==> config.mk <==
export PLATFORM = sky130hd
export DESIGN_NAME = mxs_cell
export DESIGN_NICKNAME = d
export VERILOG_FILES = /design/src/hdl/mxs_pkg.sv /design/src/hdl/mxs_cell.sv
export SDC_FILE = /design/constraint.sdc
export NUM_CORES = 1
export LEC_CHECK = 0
export CAP_MARGIN = 10
export CORE_MARGIN = 2
export CORE_UTILIZATION = 50
export DETAILED_ROUTE_END_ITERATION = 6
export DONT_BUFFER_PORTS = 1
export GPL_ROUTABILITY_DRIVEN = 0
export SETUP_SLACK_MARGIN = 0.2
export SLEW_MARGIN = 30
export SYNTH_ARGS = -nofsm -noshare
export SYNTH_HDL_FRONTEND = slang
export SYNTH_SLANG_ARGS = --single-unit
==> constraint.sdc <==
create_clock -name clk -period 6.68 [get_ports clk]
set_input_delay 1.002 -clock clk [delete_from_list [all_inputs] [get_ports clk]]
set_output_delay 1.002 -clock clk [all_outputs]
set_load 0.02 [all_outputs]
==> src/hdl/mxs_pkg.sv <==
// ----------------------------------------------------------------------------
// mxs_pkg - shared types and helpers for the max stack
// Data word type, opcodes, cell commands and the running-maximum compare.
// ----------------------------------------------------------------------------
package mxs_pkg;

    localparam int DATA_W = 32;
    localparam int OCC_W  = 7;
    localparam int OP_W   = 2;

    typedef logic signed [DATA_W-1:0] word_t;

    typedef enum logic [OP_W-1:0] {
        OP_PUSH   = 2'd0,
        OP_POP    = 2'd1,
        OP_POPMAX = 2'd2,
        OP_PEEK   = 2'd3
    } opcode_t;

    typedef enum logic [2:0] {
        CELL_HOLD = 3'd0,
        CELL_PUSH = 3'd1,
        CELL_POP  = 3'd2,
        CELL_DEL  = 3'd3,
        CELL_FIX  = 3'd4
    } cell_op_t;

    // An entry owns the running maximum when nothing older is valid or it is
    // at least the older maximum; ties go to the newer entry.
    function automatic logic owns_max(word_t v, word_t below_max, logic below_ok);
        return !below_ok || (v >= below_max);
    endfunction

endpackage

==> src/hdl/mxs_cell.sv <==
// ----------------------------------------------------------------------------
// mxs_cell - one stack slot
// Holds a value, the maximum of itself and all older slots, and the distance
// down to the slot that owns that maximum. Shifts to either neighbor.
// ----------------------------------------------------------------------------
module mxs_cell #(
    parameter int DEPTH = 64,
    parameter int INDEX = 0
) (
    input  logic                         clk,
    input  mxs_pkg::cell_op_t            cell_op,
    input  logic [$clog2(DEPTH)-1:0]     sel_idx,
    input  logic [$clog2(DEPTH+1)-1:0]   count,
    input  mxs_pkg::word_t               up_val,
    input  mxs_pkg::word_t               up_smax,
    input  logic [$clog2(DEPTH)-1:0]     up_dist,
    input  mxs_pkg::word_t               dn_val,
    input  mxs_pkg::word_t               dn_smax,
    input  logic [$clog2(DEPTH)-1:0]     dn_dist,
    output mxs_pkg::word_t               val,
    output mxs_pkg::word_t               smax,
    output logic [$clog2(DEPTH)-1:0]     own_dist
);
    import mxs_pkg::*;

    localparam int IW = $clog2(DEPTH);
    localparam int CW = $clog2(DEPTH+1);

    word_t         val_reg;
    word_t         val_next;
    word_t         smax_reg;
    word_t         smax_next;
    logic [IW-1:0] dist_reg;
    logic [IW-1:0] dist_next;
    logic          below_ok;

    assign below_ok = CW'(INDEX + 1) < count;

    always_comb
    begin
        val_next  = val_reg;
        smax_next = smax_reg;
        dist_next = dist_reg;
        case (cell_op)
            CELL_PUSH:
            begin
                val_next  = up_val;
                smax_next = up_smax;
                dist_next = up_dist;
            end
            CELL_POP:
            begin
                val_next  = dn_val;
                smax_next = dn_smax;
                dist_next = dn_dist;
            end
            CELL_DEL:
            begin
                // close the gap: slots at and below the removed one pull up
                if (IW'(INDEX) >= sel_idx)
                begin
                    val_next  = dn_val;
                    smax_next = dn_smax;
                    dist_next = dn_dist;
                end
            end
            CELL_FIX:
            begin
                // rebuild the running maximum from the older neighbor
                if (IW'(INDEX) == sel_idx)
                begin
                    if (owns_max(val_reg, dn_smax, below_ok))
                    begin
                        smax_next = val_reg;
                        dist_next = '0;
                    end
                    else
                    begin
                        smax_next = dn_smax;
                        dist_next = dn_dist + IW'(1);
                    end
                end
            end
            default:
            begin
                val_next  = val_reg;
            end
        endcase
    end

    always_ff @(posedge clk)
    begin
        val_reg  <= val_next;
        smax_reg <= smax_next;
        dist_reg <= dist_next;
    end

    assign val      = val_reg;
    assign smax     = smax_reg;
    assign own_dist = dist_reg;

endmodule

; Word-level counts from Yosys, hierarchy flattened
; Index checks and enable logic that the tools add are counted.
[totals]
reg_bits = 70
inputBits = 157
output_inout_bits = 70
elab_cells = 30
[op_classes]
add_sub_neg = 1
order_cmp = 3
eq_ne = 6
n_mux = 10
n_reduce_logical = 7
[ops]
columns = operator, n
row1 = 2-to-1 mux 32 bit, 4
row2 = one-hot mux 32 bit (4 select lines), 1
row3 = one-hot mux 32 bit (3 select lines), 1
row4 = greater-or-equal comparator 32 bit, 1
row5 = one-hot mux 6 bit (4 select lines), 1
row6 = 2-to-1 mux 6 bit, 3
row7 = "less-than comparator 1 x 7 -> 1 bit, first input constant", 1
row8 = "adder 6 x 1 -> 6 bit, second input constant", 1
row9 = "== test 3 x 2 -> 1 bit, second input constant", 2
row10 = "greater-or-equal comparator 1 x 6 -> 1 bit, first input constant", 1
row11 = zero test 6 bit, 1
row12 = "inequality test 2 bit, second input constant", 2
row13 = nonzero test 4 bit, 1
row14 = "== test 3 x 1 -> 1 bit, second input constant", 1
row15 = "== test 3 bit, second input constant", 1
row16 = AND reduction 3 bit, 1
row17 = nonzero test 3 bit, 1
row18 = AND reduction 2 bit, 1
row19 = zero test 1 bit, 1
row20 = logical OR 1 bit, 1

; Depth between registers and ports, before layout
[logic_depth]
depth_word = 6
depth_mapped = 11
mapped_depth_nobuf = 9

; Least setup slack after synthesis
; No wires, ideal clock.
[synth_timing]
path_kind = in2reg
startpoint = input port sel_idx[2]
endpoint = register dist_reg[0] (netlist: own_dist[0]), enable pin
setup_time_ns = 0.441
t_arrival_ns = 4.961
required_time_ns = 6.239
slack_ns = 1.278
stages = 5
n_path_buf = 0
path_cell_list = nor4_1 nand2_1 and3_1 nor3_1 o21bai_1
[synth_via]
elab_chain_cells = 3
word_cells_on_any_way = 5
cone_classes = order compare (1) / eq/ne (2) / reduce/logical (2)
[synth_lines]
columns = element, line
row1 = from (decl), mxs_cell.sv:12  ; input logic [$clog2(DEPTH)-1:0] sel_idx,
row2 = greater-or-equal comparator 1 x 6 -> 1 bit or zero test 6 bit (tied branches), "mxs_cell.sv:60, mxs_cell.sv:70"
row3 = inequality test 2 bit (no source line), --
row4 = AND reduction 3 bit (no source line) *, --
row5 = to (signal assigned), mxs_cell.sv:95  ; dist_reg <= dist_next;
row6 = to (decl), mxs_cell.sv:33  ; logic [IW-1:0] dist_reg;
; Mark *: on every way between the ends. The rest lies on a longest branch, timed or not.
; A chain may end at the register's enable or synchronous reset.

; Worst setup path in the final report
[layout_timing]
startpoint = input port dn_smax[1]
endpoint = register smax_reg[29] (netlist: smax[29]), data pin
[layout_via]
elab_chain_cells = 5
[layout_lines]
columns = element, line
row1 = from (decl), mxs_cell.sv:18  ; input mxs_pkg::word_t dn_smax,
row2 = greater-or-equal comparator 32 bit, mxs_pkg.sv:31  ; return !below_ok || (v >= below_max);
row3 = logical OR 1 bit, mxs_pkg.sv:31
row4 = 2-to-1 mux 32 bit, mxs_cell.sv:72  ; if (owns_max(val_reg, dn_smax, below_ok))
row5 = 2-to-1 mux 32 bit, mxs_cell.sv:70  ; if (IW'(INDEX) == sel_idx)
row6 = one-hot mux 32 bit (4 select lines), mxs_cell.sv:44  ; case (cell_op)
row7 = named net smax_next[29], mxs_cell.sv:32  ; word_t smax_next;
row8 = to (signal assigned), mxs_cell.sv:94  ; smax_reg <= smax_next;
row9 = to (decl), mxs_cell.sv:31  ; word_t smax_reg;
; The timed path passes the listed nets, and every way through them passes these cells. The select of a mux whose other input is x is not followed.

==> out/summary.txt <==
Design area - 4740 µm²
Synth cell types - 41
Post-synthesis cell count - 425
Num CTS Buffers - 9
Worst-Margin Slew - 717 ps
Post-CTS sizing - 0
Clk pwr share - 35.1%
Final setup viols - 0
Number of hold-repair buffers added at the cts stage - 0
Status - finished clean
Initial Utilization - 50.6%
Compound-Gate Fraction of Synth Area - 20.0%
Die Y - 97.3 µm
Core Area - 8590 µm²
Antenna cells - 0
Synth Cell Area - 4350 µm²
Number of remaining DRC errors - 0
DIE WIDTH - 97.3 µm
Initial antenna violation count - 0
Mux cell area share after synthesis - 0%
Max cap viols - 0
Endpoint type of the worst setup path - flip-flop
Switch Pwr - 342 µW
Logic pwr share - 14.3%
CTS H-tree depth - 3
Max Clk Rate - 294 MHz
Synthesized-area fraction occupied by adder cells - 9.49%
Detail Route Antenna Nets - 0
Root buf cell - clkbuf_8
Worst Reg-to-Reg Cells - 9
Crit path launch type - primary input
Via count - 3330
Place WS - 2960 ps
WP data arrival - 3510 ps
CP Class - primary input to flip-flop
Synth-to-layout area growth - 9.09%
VDD IR max - 0.000125 V
Seq/Total Area, Yosys - 48.3%
Initial DRC count - 191
Switching Fraction - 28.5%
Leak Pwr - 2.03 nW
Share of layout cells above drive strength 1 - 8.20%
Int Power - 859 µW
Simple-Gate Fraction of Synth Area - 16.1%
Wire length per cell - 21.6 µm
Top Ports - 227
Final Max Tran Viols - 0
Syn. warnings - 0
Final HPWL DP - 8.34 mm
Fin Setup TNS - 0 ps
Synthesized netlist net count - 615
First-pass GRT wire length - 17.7 mm
DRT Pass-1 Iters - 6
End-of-flow core utilization - 55.2%
Row Count - 34
Die Footprint - 9460 µm²
Layout fillers - 766
Number of I/O port buffers - 0
CP max-delay cell - o31ai_1
Final worst setup slack - 3280 ps
GRT Overall Usage - 24.4%
Post-DP Area - 4440 µm²
Placed insts - 517
Synthesized flop and latch total - 70
Total global routing overflow - 0
TritonCTS clock tree - built
Clock buffer depth - 2
CP max stage delay - 560 ps
Share of power burned in registers - 50.6%
Worst Hold Class - flip-flop to flip-flop
Worst-path maximum fanout - 32
Final worst-path cycle share - 51.0%
Power Density - 253 nW/µm²
Largest net degree at the start of global routing - 41
FF-to-FF setup slack - 3350 ps
CP Cell Sequence - inv_1, ha_1, nor2b_1, o211ai_2, a21oi_1, o31ai_1, a21oi_2, or3_1, buf_4, a221o_1
Min Tclk post-route - 3400 ps
Worst path required time - 6780 ps
DRT Wirelength - 11.6 mm
Power, Total - 1.20 mW
Fin cells - 535
Post-CTS Setup Repair Bufs - 0
RSZ-0062 raised after global routing - no
Clock Skews - 14.0 ps
Syn Area/Cell - 10.2 µm²
Final hold violation count - 0
Sink Count - 70
Final Net Count - 612
Main combinational cell family by area after synthesis - compound AO/OA/AOI/OAI gates
Worst hold slack - 805 ps
Worst hold stages - 1
Drt via density - 6.22
Later-pin clock latency in the skew report - 350 ps
XOR/XNOR Fraction of Synth Area - 0.604%
Number of global-route vias before repair - 3337
Clock transition at the registers of the reported paths - 80 ps
Slew margin rel. - 52.2%
-- placed cells by master (no fill, tap or decap), types with 2 or more instances in the layout --
master	n
a221o_1	32
and3_1	4
a21oi_1	14
a22o_1	32
bufinv_16	3
xor2_1	2
nor4_2	2
nor3_1	3
nand2_1	109
nand3_1	10
nand4_1	7
o21ai_0	9
buf_16	2
a22oi_1	6
inv_1	32
o211ai_1	2
clkbuf_8	9
nor3_2	2
edfxtp_1	70
nor2_1	11
buf_4	6
ha_1	33
nand2b_1	2
clkinv_4	2
-- critical path: cells and delay by family --
kind / cells / cell delay, ps
buffers and inverters: 2 / 280
AND/OR/NAND/NOR: 2 / 510
adder cells (fa/ha/maj): 1 / 290
AO/OA/AOI/OAI: 5 / 1390
-- Yosys cell counts, drive strengths merged --
library cell  count  area share, %
or4               1           0.17
a22oi             6            1.0
a21boi            2           0.35
o21ai             9            1.0
nor2             12            1.0
nand3            10            1.2
nand4             8            1.3
a311o             1           0.23
a21oi            15            1.8
nor2b             2           0.29
o211ai            3           0.63
ha               33            9.5
a221o            32            7.4
and2              1           0.14
inv              32            2.8
xnor2             1           0.20
xor2              2           0.40
a22o             32            6.4
a31oi             1           0.14
o311a             1           0.23
o21bai            1           0.17
and3              4           0.58
nand2b            2           0.29
a21o              1           0.17
and4              1           0.20
edfxtp           70             48
buf               7            1.4
o31ai             1           0.17
nand2           109            9.4
o31a              1           0.23
nor4              3           0.72
nor3              5           0.69
or3               1           0.14
clkbuf           15            1.3
-- power groups by stage --
stage               Combinational, mW  Sequential (mW)  Clock [mW]
floorplan                       0.134            0.607           0
global placement                0.163            0.617           0
detailed placement              0.167            0.617           0
CTS                             0.168            0.607       0.429
global route                    0.195            0.612       0.454
finish                          0.171            0.608       0.422
-- area by class of cell --
class	instances	area, µm²	area share [%]
well taps	108	135	2.85
flip-flops and latches	70	2100	44.3
inverters	32	120	2.53
repair buffers	8	100	2.11
multi-input cells	301	2040	43.0
clock inverters	7	121	2.56
clock buffers	9	124	2.61
-- layer usage --
metal	part of all wire, %	GRT usage (%)	vias to the layer above	wire length, µm
met2	48	40.7	185	5570
met3	10	7.84	15	1170
met4	1.9	8.97	0	217
met1	40	29.6	1535	4620
met5	0	0	-	0
li1	-	-	1595	-
-- cells by family after synthesis --
group | Yosys count
XOR/XNOR | 3
AND/OR/NAND/NOR | 159
buffers and inverters | 54
flip-flops | 70
AO/OA/AOI/OAI | 106
adder cells (fa/ha/maj) | 33
-- path summary, 6_finish.rpt --
check | endpoint | startpoint
setup reg to reg | smax[29] | val[1]
hold reg to reg | smax[13] | val[13]
setup / recovery | smax[29] | dn_smax[1]
hold / removal | smax[13] | val[13]
Note: power is estimated with default switching activity, not from simulation.
