===== src/hdl/mxs_pkg.sv =====
// ----------------------------------------------------------------------------
// mxs_pkg - shared types and helpers for the max stack
// Data word type, opcodes, cell commands and the running-maximum compare.
// ----------------------------------------------------------------------------
package mxs_pkg;

    localparam int DATA_W = 32;
    localparam int OCC_W  = 7;
    localparam int OP_W   = 2;

    typedef logic signed [DATA_W-1:0] word_t;

    typedef enum logic [OP_W-1:0] {
        OP_PUSH   = 2'd0,
        OP_POP    = 2'd1,
        OP_POPMAX = 2'd2,
        OP_PEEK   = 2'd3
    } opcode_t;

    typedef enum logic [2:0] {
        CELL_HOLD = 3'd0,
        CELL_PUSH = 3'd1,
        CELL_POP  = 3'd2,
        CELL_DEL  = 3'd3,
        CELL_FIX  = 3'd4
    } cell_op_t;

    // An entry owns the running maximum when nothing older is valid or it is
    // at least the older maximum; ties go to the newer entry.
    function automatic logic owns_max(word_t v, word_t below_max, logic below_ok);
        return !below_ok || (v >= below_max);
    endfunction

endpackage


===== src/hdl/mxs_ctrl.sv =====
// ----------------------------------------------------------------------------
// mxs_ctrl - operation sequencer for the max stack
// Accepts commands, drives the cell row, runs the repair wave after a
// pop-max and presents one result beat per command.
// ----------------------------------------------------------------------------
module mxs_ctrl #(
    parameter int DEPTH = 64
) (
    input  logic                           clk,
    input  logic                           rst_n,
    input  logic                           start,
    input  logic [mxs_pkg::OP_W-1:0]       opcode,
    input  mxs_pkg::word_t                 push_value,
    output logic                           busy,
    output logic                           done,
    output mxs_pkg::word_t                 removed_value,
    output mxs_pkg::word_t                 top_value,
    output mxs_pkg::word_t                 max_value,
    output logic [mxs_pkg::OCC_W-1:0]      occupancy,
    output logic                           is_empty,
    output logic                           op_error,
    output mxs_pkg::cell_op_t              cell_op,
    output logic [$clog2(DEPTH)-1:0]       sel_idx,
    output logic [$clog2(DEPTH+1)-1:0]     count,
    output mxs_pkg::word_t                 new_val,
    output mxs_pkg::word_t                 new_smax,
    output logic [$clog2(DEPTH)-1:0]       new_dist,
    input  mxs_pkg::word_t                 head_val,
    input  mxs_pkg::word_t                 head_smax,
    input  logic [$clog2(DEPTH)-1:0]       head_dist
);
    import mxs_pkg::*;

    localparam int IW = $clog2(DEPTH);
    localparam int CW = $clog2(DEPTH+1);

    typedef enum logic [3:0] {
        ST_IDLE = 4'b0001,
        ST_EXEC = 4'b0010,
        ST_FIX  = 4'b0100,
        ST_RESP = 4'b1000
    } state_t;

    state_t        state_reg;
    state_t        state_next;
    opcode_t       op_reg;
    word_t         value_reg;
    logic [CW-1:0] count_reg;
    logic [CW-1:0] count_next;
    logic [IW-1:0] sel_reg;
    logic [IW-1:0] sel_next;
    word_t         removed_reg;
    word_t         removed_next;
    logic          err_reg;
    logic          err_next;
    logic          accept;
    logic          stack_empty;
    logic          push_owns;

    assign busy        = !(state_reg == ST_IDLE || state_reg == ST_RESP);
    assign accept      = start && !busy;
    assign stack_empty = (count_reg == '0);

    // entry that lands on top for a push
    assign push_owns = owns_max(value_reg, head_smax, !stack_empty);
    assign new_val   = value_reg;
    assign new_smax  = push_owns ? value_reg : head_smax;
    assign new_dist  = push_owns ? '0 : head_dist + IW'(1);

    always_comb
    begin
        state_next   = state_reg;
        count_next   = count_reg;
        sel_next     = sel_reg;
        removed_next = removed_reg;
        err_next     = err_reg;
        cell_op      = CELL_HOLD;
        sel_idx      = sel_reg;
        case (state_reg)
            ST_IDLE:
            begin
                if (accept)
                begin
                    state_next = ST_EXEC;
                end
            end
            ST_EXEC:
            begin
                removed_next = '0;
                err_next     = 1'b0;
                state_next   = ST_RESP;
                case (op_reg)
                    OP_PUSH:
                    begin
                        if (count_reg == CW'(DEPTH))
                        begin
                            err_next = 1'b1;
                        end
                        else
                        begin
                            cell_op    = CELL_PUSH;
                            count_next = count_reg + CW'(1);
                        end
                    end
                    OP_POP:
                    begin
                        if (stack_empty)
                        begin
                            err_next = 1'b1;
                        end
                        else
                        begin
                            cell_op      = CELL_POP;
                            count_next   = count_reg - CW'(1);
                            removed_next = head_val;
                        end
                    end
                    OP_POPMAX:
                    begin
                        if (stack_empty)
                        begin
                            err_next = 1'b1;
                        end
                        else
                        begin
                            cell_op      = CELL_DEL;
                            sel_idx      = head_dist;
                            count_next   = count_reg - CW'(1);
                            removed_next = head_smax;
                            // newer slots above the gap need their maximum rebuilt
                            if (head_dist != '0)
                            begin
                                sel_next   = head_dist - IW'(1);
                                state_next = ST_FIX;
                            end
                        end
                    end
                    default:
                    begin
                        cell_op = CELL_HOLD;
                    end
                endcase
            end
            ST_FIX:
            begin
                cell_op = CELL_FIX;
                if (sel_reg == '0)
                begin
                    state_next = ST_RESP;
                end
                else
                begin
                    sel_next = sel_reg - IW'(1);
                end
            end
            ST_RESP:
            begin
                state_next = accept ? ST_EXEC : ST_IDLE;
            end
            default:
            begin
                state_next = ST_IDLE;
            end
        endcase
    end

    always_ff @(posedge clk or negedge rst_n)
    begin
        if (!rst_n)
        begin
            state_reg <= ST_IDLE;
            count_reg <= '0;
            sel_reg   <= '0;
            err_reg   <= 1'b0;
        end
        else
        begin
            state_reg <= state_next;
            count_reg <= count_next;
            sel_reg   <= sel_next;
            err_reg   <= err_next;
        end
    end

    always_ff @(posedge clk)
    begin
        removed_reg <= removed_next;
        if (accept)
        begin
            op_reg    <= opcode_t'(opcode);
            value_reg <= push_value;
        end
    end

    assign count         = count_reg;
    assign done          = (state_reg == ST_RESP);
    assign removed_value = removed_reg;
    assign top_value     = stack_empty ? '0 : head_val;
    assign max_value     = stack_empty ? '0 : head_smax;
    assign occupancy     = OCC_W'(count_reg);
    assign is_empty      = stack_empty;
    assign op_error      = err_reg;

endmodule

===== config.mk =====
export PLATFORM = sky130hd
export DESIGN_NAME = mxs_ctrl
export DESIGN_NICKNAME = d
export VERILOG_FILES = /design/src/hdl/mxs_pkg.sv /design/src/hdl/mxs_ctrl.sv
export SDC_FILE = /design/constraint.sdc
export NUM_CORES = 1
export LEC_CHECK = 0
export ABC_CLOCK_PERIOD_IN_PS = 6800
export BUFFER_PORTS_ARGS = -buffer_cell sky130_fd_sc_hd__buf_4
export CORE_AREA = 3 3 114 116
export CTS_CLUSTER_SIZE = 25
export DETAILED_ROUTE_END_ITERATION = 8
export DIE_AREA = 0 0 117 119
export PLACE_DENSITY = 0.81
export SLEW_MARGIN = 20
export SYNTH_ARGS = -nofsm -noshare
export SYNTH_HDL_FRONTEND = slang
export SYNTH_SLANG_ARGS = --single-unit

===== constraint.sdc =====
create_clock -name clk -period 6.8 [get_ports clk]
set_input_delay 0.34 -clock clk [delete_from_list [all_inputs] [get_ports clk]]
set_output_delay 0.34 -clock clk [all_outputs]
set_load 0.02 [all_outputs]

* Word level (Yosys, flattened, before mapping)
Index checks and enable logic that the tools add are counted. Widths: inputs -> output; s select.
Word-level totals: output and inout port bits 193, flip-flop bits (word level) 84, word-level logic and storage cells 73, bits of input ports 107
Cells by class: magnitude comparators 1, eq/ne operators 15, muxes and demuxes 31, reductions and logical operators 14, add/sub/neg operators 5
Operators by type and width (count):
- $mux 32 | 3
- $pmux 32 s2 | 1
- $mux 6 | 8
- $ge 32x32->1 | 1
- $mux 4 | 5
- $ne 2x2->1 const B | 8
- $pmux 4 s4 | 1
- $mux 7 | 2
- $pmux 7 s2 | 1
- $pmux 6 s2 | 1
- $sub 6x1->6 const B | 2
- $pmux 3 s3 | 1
- $add 7x1->7 const B | 1
- $eq 7x7->1 const B | 1
- $logic_not 7->1 | 1
- $sub 7x1->7 const B | 1
- $add 6x1->6 const B | 1
- $logic_not 6->1 | 1
- $mux 2 | 3
- $pmux 3 s2 | 1
- $reduce_bool 6->1 | 1
- $reduce_and 5->1 | 1
- $eq 4x1->1 const B | 1
- $eq 4x2->1 const B | 1
- 14 further kinds | 18

* Depth between registers and ports, before layout
depth after elaboration 5, gate-level depth with buffers 12, mapped depth without buffers 11

* Worst setup path after synthesis
Ideal clock, no wire load.
path type register to output, start point register state_reg[0], end point output port sel_idx[0], stages on the path, launching flop included 5, required time 6.460 ns, path slack 3.604 ns, data arrival time 2.856 ns, buffers on the path 1, cell sequence dfstp_2 > clkbuf_2 > nor4b_4 > nand3_1 > o21ai_0
On the way: cells in the longest elaborated chain, start to end 2
RTL lines:
- from (decl) | RTL line mxs_ctrl.sv:44 | state_t state_reg;
- from (signal assigned) | RTL line mxs_ctrl.sv:178 | state_reg <= state_next;
- $eq 4x2->1 | RTL line mxs_ctrl.sv:79 | case (state_reg)
- $mux 6 | RTL line mxs_ctrl.sv:79
- to (decl) | RTL line mxs_ctrl.sv:23 | output logic [$clog2(DEPTH)-1:0] sel_idx,
Every way passes these cells.

* Final worst setup path
start point register count_reg[0] (netlist: count[0]), end point output port new_smax[6]
On the way: cells in the longest elaborated chain, start to end 3
RTL lines:
- from (decl) | RTL line mxs_ctrl.sv:48 | logic [CW-1:0] count_reg;
- from (signal assigned) | RTL line mxs_ctrl.sv:179 | count_reg <= count_next;
- $logic_not 7->1 | RTL line mxs_ctrl.sv:62 | assign stack_empty = (count_reg == '0);
- $logic_or 1x1->1 | RTL line mxs_pkg.sv:31 | return !below_ok || (v >= below_max);
- $mux 32 | RTL line mxs_ctrl.sv:67 | assign new_smax = push_owns ? value_reg : head_smax;
- to (decl) | RTL line mxs_ctrl.sv:26 | output mxs_pkg::word_t new_smax,
Every way passes these cells.

==> impl_metrics.json <==
{
  "crit_path_start_kind": "flop",
  "status": "complete, no violations",
  "grt_overflow_total": 0,
  "slowest_delay_ns": 0.61,
  "ys_seq_area_share_pct": 43.7,
  "ios": 300,
  "fp.dieArea_mm2": 0.0139,
  "pwr_density_cell_mw_per_mm2": 390,
  "clock_path_buffers": 2,
  "async_reset_ff_share_pct": 21.4,
  "layout_setup_ws_ns": 2.40,
  "end_kind": "output pin",
  "area_growth_pct": 45.8,
  "antenna_found_initial": 1,
  "clock_sinks": 84,
  "path_delay_family": "simple AND/OR/NAND/NOR gates",
  "skew_ns": 0.00873,
  "switching_share_pct": 44.2,
  "fin_setup_tns_ns": 0,
  "insertion_delay_ns": 0.35,
  "fp.dieW_um": 117,
  "drt_iter0_drc": 397,
  "peakVddDrop_uv": 220,
  "worst_path_most_repeated_cell": "buf_4",
  "drt-met1-wl_mm": 7.78,
  "finalCritPeriodShare_pct": 64.6,
  "post_route_cells_drive_above_1_share_pct": 43.5,
  "yosysUniqueCellTypes": 52,
  "antenna_cells": 0,
  "r2r_start": "count[0]",
  "ys_ff_latch": 84,
  "post_drt_wl_per_cell_um": 20.5,
  "tightest_slew_ns": 1.09,
  "synthesis.area_mm2": 0.00557,
  "crit_path_max_fanout": 39,
  "syn_avg_cell_area_um2": 10.1,
  "intPower_mw": 1.77,
  "rsz0062_at_grt": "false",
  "cts_tree": "built",
  "crit_path_start": "count[0]",
  "wl_met2_mm": 10.1,
  "cts_root_buffer": "clkbuf_16",
  "fmax_ghz": 0.227,
  "met3_length_mm": 1.61,
  "synthFlopType": "edfxtp_1",
  "combinationalPowerShare_pct": 58.4,
  "hold_path_startpoint": "push_value[4]",
  "io_buffers": 299,
  "max_slew_margin_pct": 27.3,
  "vias": 5431,
  "wl_mm": 20.2,
  "switching_power_mw": 1.40,
  "cts_htree_levels": 3,
  "crit_arrival_ns": 4.06,
  "seq_power_share_pct": 27.5,
  "synth_edf_count": 66,
  "period_minus_slack_ns": 4.40,
  "setup_viol": 0,
  "first_global_vias": 5355,
  "critPathKind": "reg2out",
  "die_h_um": 119,
  "pre_cts_ws_ns": 2.49,
  "p_clk_share_pct": 14.1,
  "holdWs_ns": 0.165,
  "path_buf_inv": 3,
  "finalMaxSlewViolations": 0,
  "fp-row-count": 40,
  "nNetsFinal": 984,
  "clkTransAtPathRegs_ns": 0.06,
  "dp_hpwl_mm": 15.6,
  "grt_pass1_wl_mm": 30.4,
  "hp-class": "in2reg",
  "cellLeakagePower_nw": 3.84,
  "grt_use_total_pct": 28.6,
  "grt_max_degree": 40,
  "ant_nets": 0,
  "synthCells": 553,
  "place.gp.congestion": 0.923,
  "coreArea_mm2": 0.0120,
  "viasPerCell": 5.52,
  "first_pass_iters": 5,
  "ys_warn_count": 0,
  "cap_viol_max_count": 0,
  "cp_cell_sequence": "nor4_2 -> nand2_1 -> or2_2 -> inv_2 -> nor2_1 -> nand3_2 -> buf_4 -> mux2_2 -> buf_4",
  "routed.top_layer": "met5",
  "route.detailed.drc": 0,
  "required_ns": 6.46,
  "initial_core_util_pct": 46.4,
  "cts_buffers": 9,
  "synth_nets": 705,
  "hold_viol": 0,
  "critPathSlowestCell": "inv_2"
}
-- placed cells by master (no fill, tap or decap), types with 13 or more instances in the layout --
master	netlist	final
inv_1	43	43
a21oi_1	24	24
o21ai_0	13	13
a22oi_1	32	32
dfrtp_1	17	17
edfxtp_1	66	66
nand2_1	26	26
ha_1	44	43
and2_1	33	33
buf_4	7	303
mux2_4	14	14
nor2_1	89	88
mux2_2	25	25
-- per-stage QoR --
| step | utilization, % | instance area [um^2] | std cells | total power [mW] |
|---|---|---|---|---|
| after floorplan | - | 5570 | 553 | 2.01 |
| after global placement | 65.4 | 7850 | 967 | 2.67 |
| after detailed placement | 65.4 | 7850 | 967 | 2.73 |
| after CTS | 67.6 | 8120 | 984 | 3.18 |
| after global routing | 67.6 | 8120 | 984 | 3.35 |
| final | 67.6 | 8120 | 984 | 3.17 |
-- worst paths after layout --
kind / to / slack (ns) / cells after the start
min: new_val[4] / 0.17 / 1
min in group asynchronous: sel_reg[5] / 0.41 / 2
max in group asynchronous: state_reg[0] / 6.12 / 2
min reg2reg: op_error / 0.55 / 2
max reg2reg: removed_value[17] / 3.98 / 6
max: new_smax[6] / 2.40 / 9
-- repair_timing --
item                                   4_1_cts  5_1_grt
hold buffers                                 1        0
setup buffers                                0        0
endpoints found under the hold margin       17        0
gates resized for setup                      0        0
-- power by group through the flow --
stage	clock network, mW	logic (mW)	registers [mW]
3_5_place_dp	0	1.85	0.877
6_report	0.446	1.85	0.872
3_3_place_gp	0	1.81	0.864
2_1_floorplan	0	1.06	0.953
5_1_grt	0.476	1.98	0.888
4_1_cts	0.454	1.86	0.868
-- routing by layer --
layer	vias to the layer above	GRT usage, %
met1	2580	35.3
li1	2510	-
met4	2	9.46
met5	-	0
met2	288	47.9
met3	51	7.62
-- synth_stat cells (5+ instances only) --
library cell	instances	share of area, %
o21ai_0	13	1.2
mux2_2	25	5.1
nor3_1	9	0.81
a22oi_1	32	4.3
and2_1	33	3.7
ha_1	44	9.9
a31oi_1	6	0.67
mux2i_1	7	1.3
dfrtp_1	17	7.6
nand4_1	9	1.0
edfxtp_1	66	36
buf_4	7	0.94
mux2_4	14	3.8
nor2_1	89	6.0
a21o_1	5	0.67
inv_1	43	2.9
a21oi_1	24	2.2
clkbuf_1	22	1.5
nand3_1	8	0.72
xnor2_1	6	0.94
xor2_1	6	0.94
nand2_1	26	1.8
-- final cells by class --
cell class / count / area, um^2
repair buffers: 304 / 2280
multi-input cells: 388 / 2790
clock buffers: 11 / 233
flip-flops and latches: 84 / 2430
clock inverters: 5 / 28.8
inverters: 45 / 169
well taps: 147 / 184
fillers: 935 / 3890
-- kinds of logic after synthesis --
group           after synthesis  share of synthesized area (%)
compound gates               95                           11.3
xor+xnor                     12                           1.89
fa+ha+maj                    45                           10.2
buf+inv                      81                           6.40
flops                        84                           43.7
mux                          46                           10.1
simple gates                190                           16.4
(Power assumes the default switching activity.)
